[config.mk]
export PLATFORM = sky130hd
export DESIGN_NAME = lpcl_ram
export DESIGN_NICKNAME = d
export VERILOG_FILES = /design/src/rtl/lpcl_ram.sv
export SDC_FILE = /design/constraint.sdc
export NUM_CORES = 2
export LEC_CHECK = 0
export BUFFER_PORTS_ARGS = -buffer_cell sky130_fd_sc_hd__buf_2
export CAP_MARGIN = 5
export CORE_UTILIZATION = 29
export DETAILED_ROUTE_END_ITERATION = 7
export HOLD_SLACK_MARGIN = 0.1
export PLACE_DENSITY = 0.4
export SLEW_MARGIN = 40
export SYNTH_ARGS = -nofsm -noshare
export SYNTH_HDL_FRONTEND = slang
export SYNTH_SLANG_ARGS = --single-unit
[constraint.sdc]
create_clock -name clk -period 4.9 [get_ports clk]
set_input_delay 0.735 -clock clk [delete_from_list [all_inputs] [get_ports clk]]
set_output_delay 0.735 -clock clk [all_outputs]
set_load 0.005 [all_outputs]
[src/rtl/lpcl_ram.sv]
module lpcl_ram #(
  parameter int WIDTH = 8,
  parameter int DEPTH = 256
) (
  input  logic                     clk,
  input  logic                     we,
  input  logic [$clog2(DEPTH)-1:0] waddr,
  input  logic [WIDTH-1:0]         wdata,
  input  logic [$clog2(DEPTH)-1:0] raddr,
  output logic [WIDTH-1:0]         rdata
);

  logic [WIDTH-1:0] mem [DEPTH];

  always_ff @(posedge clk) begin
    if (we) begin
      mem[waddr] <= wdata;
    end
    rdata <= mem[raddr];
  end

endmodule

==> results.yml <==
run_status:
  status: "completed"
critical_path:
  critical_path_required_ns: 5.60
  critPathLaunchType: "primary input"
  crit_path_max_fanout: 62
  r2r_start: "mem[27][3]"
  critical_path_arrival_ns: 4.23
  worst_setup_path_end_kind: "flop"
  crit_start: "raddr[1]"
  worstSetupPathType: "primary input to flop"
global_route:
  grt_pass1_wl_mm: 331.2
  grt_pass1_vias: 40720
  grt.total_usage: 0.1706
  grt_max_degree: 117
  overflow: 0
  antenna_found_initial: 12
power:
  clockPowerShare: 0.431
  p_per_area_nw_per_um2: 403.5
  pwr-share-seq: 0.518
  p_leak_uw: 0.02862
  pwr-share-comb: 0.051
  p_int_uw: 29160
  p_switching_uw: 8347
  swShare: 0.2226
  vdd.ir_drop.worst_mv: 0.3859
floorplanning:
  io-pin-count: 34
  die_y_um: 525.8
  start_util: 0.2928
  die_w_um: 525.8
  coreArea_um2: 271700
  rows: 191
  die-area_um2: 276400
sta:
  rsz0062_at_grt: "no"
  whs_ns: 0.2665
  fin_tns_setup_ns: 0
  hold_viol: 0
  max_freq_mhz: 283.5
  slew_headroom: 0.4233
  fin_worst_skew_ns: 0.02719
  finalCritPeriodShare: 0.7199
  finalWorstSetupSlack_ns: 1.373
  finalSetupViolCount: 0
  worst_slew_pin_slew_ns: 0.8650
  period_needed_ns: 3.527
  slew_violations: 0
cts:
  post_cts_buffers: 0
  numCtsBuffers: 219
  h-tree-depth: 4
  clkLatencyLatePin_ns: 0.86
  clkTransAtPathRegs_ns: 0.05
  clock_sinks: 2056
  ctsHoldBuffers: 0
  clockBufferDepth: 3
  cts_tree: "done"
  cts-root-buf: "clkbuf_16"
  post_cts_resized: 0
placed_design:
  gp_congestion: 0.7754
  portBuffers: 33
  pre_cts_slack_ns: 0.6200
  dp_hpwl_mm: 148.1
worst_hold_path:
  min_from: "wdata[0]"
  min_path_type: "primary input to flop"
synthesis:
  synth_cells: 3733
  synth.yosys.seq_area_share: 0.7750
  yosys_warnings: 0
  synth_area_um2: 79560
  synth-seq-cells: 2056
  synthArstFlopShare: 0
  synth_flop_cell: "edfxtp_1"
  avgSynthCellArea_um2: 21.31
  synth_edf_count: 2048
  syn_nets: 3759
  synth_cell_types: 55
routing:
  drtPass1Iterations: 5
  via_per_inst: 4.951
  wl_per_cell_um: 30.25
  drt_iter0_drc: 3411
  ant_nets: 0
  routed_wl_mm: 237.2
  vias: 38820
  post-route-drc-count: 0
run:
  drv_cap: 0
layout:
  syn_to_final_growth_pct: 16.83
  layout.nets: 4103
  drive_above_1_share: 0.2878
## kinds of logic after synthesis
kind of cell / synth area share
AO/OA/AOI/OAI: 0.03419
multiplexers: 0.1462
buffers and inverters: 0.01831
AND/OR/NAND/NOR: 0.02628
flip-flops: 0.7750
## metal layers
layer / track usage / share of wire / vias up / wire length, um
met3: 0.02787 / 0.044 / 292 / 10560
met2: 0.2775 / 0.48 / 885 / 114700
met1: 0.2353 / 0.45 / 21220 / 106100
li1: - / - / 16430 / -
met5: 0 / 0.000030 / - / 7
met4: 0.04755 / 0.025 / 2 / 5922
## final timing paths
path	endpoint	slack [ns]	depth (start not counted)
worst max-delay path	rdata[3]	1.37	10
worst min-delay path	mem[71][0]	0.27	1
worst max register to register	rdata[3]	1.93	7
worst min register to register	rdata[4]	1.04	6
## registers in the layout, indices dropped and copies added, names as in the netlist
name and count:
mem 2048, rdata 8
## power by group through the flow
stage | sequential (uW) | clock [uW] | combinational, uW
floorplan | 19800 | 0 | 942
global route | 19400 | 17200 | 2040
CTS | 19400 | 16600 | 1970
finish | 19400 | 16100 | 1930
detailed placement | 19800 | 0 | 1970
global placement | 19800 | 0 | 1950
## cells in the mapped netlist, types with 2 or more instances
cell type | n | area, um2
a31oi_1 | 2 | 12.51
mux2i_1 | 134 | 1341
or2_2 | 4 | 25.02
a2111oi_0 | 2 | 17.52
buf_4 | 27 | 202.7
buf_8 | 13 | 195.2
nand3_1 | 34 | 170.2
nand3b_1 | 2 | 15.01
nand4_1 | 10 | 62.56
o221ai_1 | 46 | 402.9
a21oi_1 | 96 | 480.5
nor2b_1 | 31 | 193.9
dfxtp_1 | 8 | 160.2
buf_6 | 21 | 236.5
mux4_2 | 454 | 10220
a2111oi_1 | 2 | 20.02
o32ai_1 | 4 | 35.03
a22o_1 | 8 | 70.07
nand2_1 | 33 | 123.9
nor3_1 | 22 | 110.1
o22ai_1 | 28 | 175.2
edfxtp_1 | 2048 | 61500
mux4_1 | 2 | 52.55
a211oi_1 | 16 | 120.1
a221oi_1 | 13 | 113.9
and2_1 | 6 | 37.54
nand2b_1 | 8 | 50.05
and3b_1 | 2 | 17.52
buf_1 | 22 | 82.58
o21ai_1 | 2 | 10.01
nor2_1 | 282 | 1059
buf_12 | 8 | 160.2
o21ai_0 | 10 | 50.05
a22oi_1 | 133 | 998.5
a311oi_1 | 2 | 17.52
nor4_1 | 24 | 150.1
o22a_1 | 5 | 43.79
o211ai_1 | 10 | 75.07
clkbuf_1 | 111 | 416.7
nor4_2 | 3 | 37.54
buf_2 | 31 | 155.2
## per-stage QoR
step,cells,cell area (um2),util,power [uW]
after floorplan,3733,79560,-,20720
final,7842,92950,0.3421,37510
after detailed placement,7424,85920,0.3162,21790
after global routing,7838,92940,0.3420,38650
after global placement,7416,85640,0.3152,21760
after CTS,7835,92810,0.3416,37980
## cell usage in the layout (no fill, tap or decap), types with 8 or more instances in the layout
cell type  netlist  layout
buf_12           8      25
a221oi_1        13      13
buf_8           13      11
buf_4           27     292
nor4_2           3      11
mux2i_1        134     134
edfxtp_1      2048    2048
o22ai_1         28      28
nor2_2           0      72
a21oi_1         96      96
o221ai_1        46      46
nand3_2          0      11
mux4_2         454     454
nand3_1         34      22
clkbuf_16        0     222
a211oi_1        16      16
nand2_1         33      29
clkinv_1         1      68
dfxtp_1          8       8
buf_2           31      23
nor4_1          24      16
o211ai_1        10      10
clkbuf_1       111      49
clkinv_2         0      41
bufinv_16        0      16
o21ai_0         10      10
nand4_1         10      10
nor3_1          22      21
a22oi_1        133     132
nor2b_1         31      28
nor2_1         282     207
a22o_1           8       8
## cell type report
| class | count | area [um2] |
|---|---|---|
| Fill cell | 25380 | 178800 |
| Sequential cell | 2056 | 61660 |
| Multi-Input combinational cell | 1442 | 16820 |
| Clock buffer | 271 | 5739 |
| Tap cell | 3570 | 4467 |
| Timing Repair Buffer | 356 | 3094 |
| Clock inverter | 140 | 1146 |
| Antenna cell | 5 | 12.51 |
| Inverter | 2 | 7.507 |
## critical path: stages
cell	delay, ns
buf_8	0.52
buf_12	0.36
buf_4	0.24
mux4_2	0.31
a22o_1	0.19
a221oi_1	0.51
o221ai_1	0.34
a211oi_1	0.56
buf_4	0.27
nor4_1	0.05
Power figures use the tool's default switching activity.
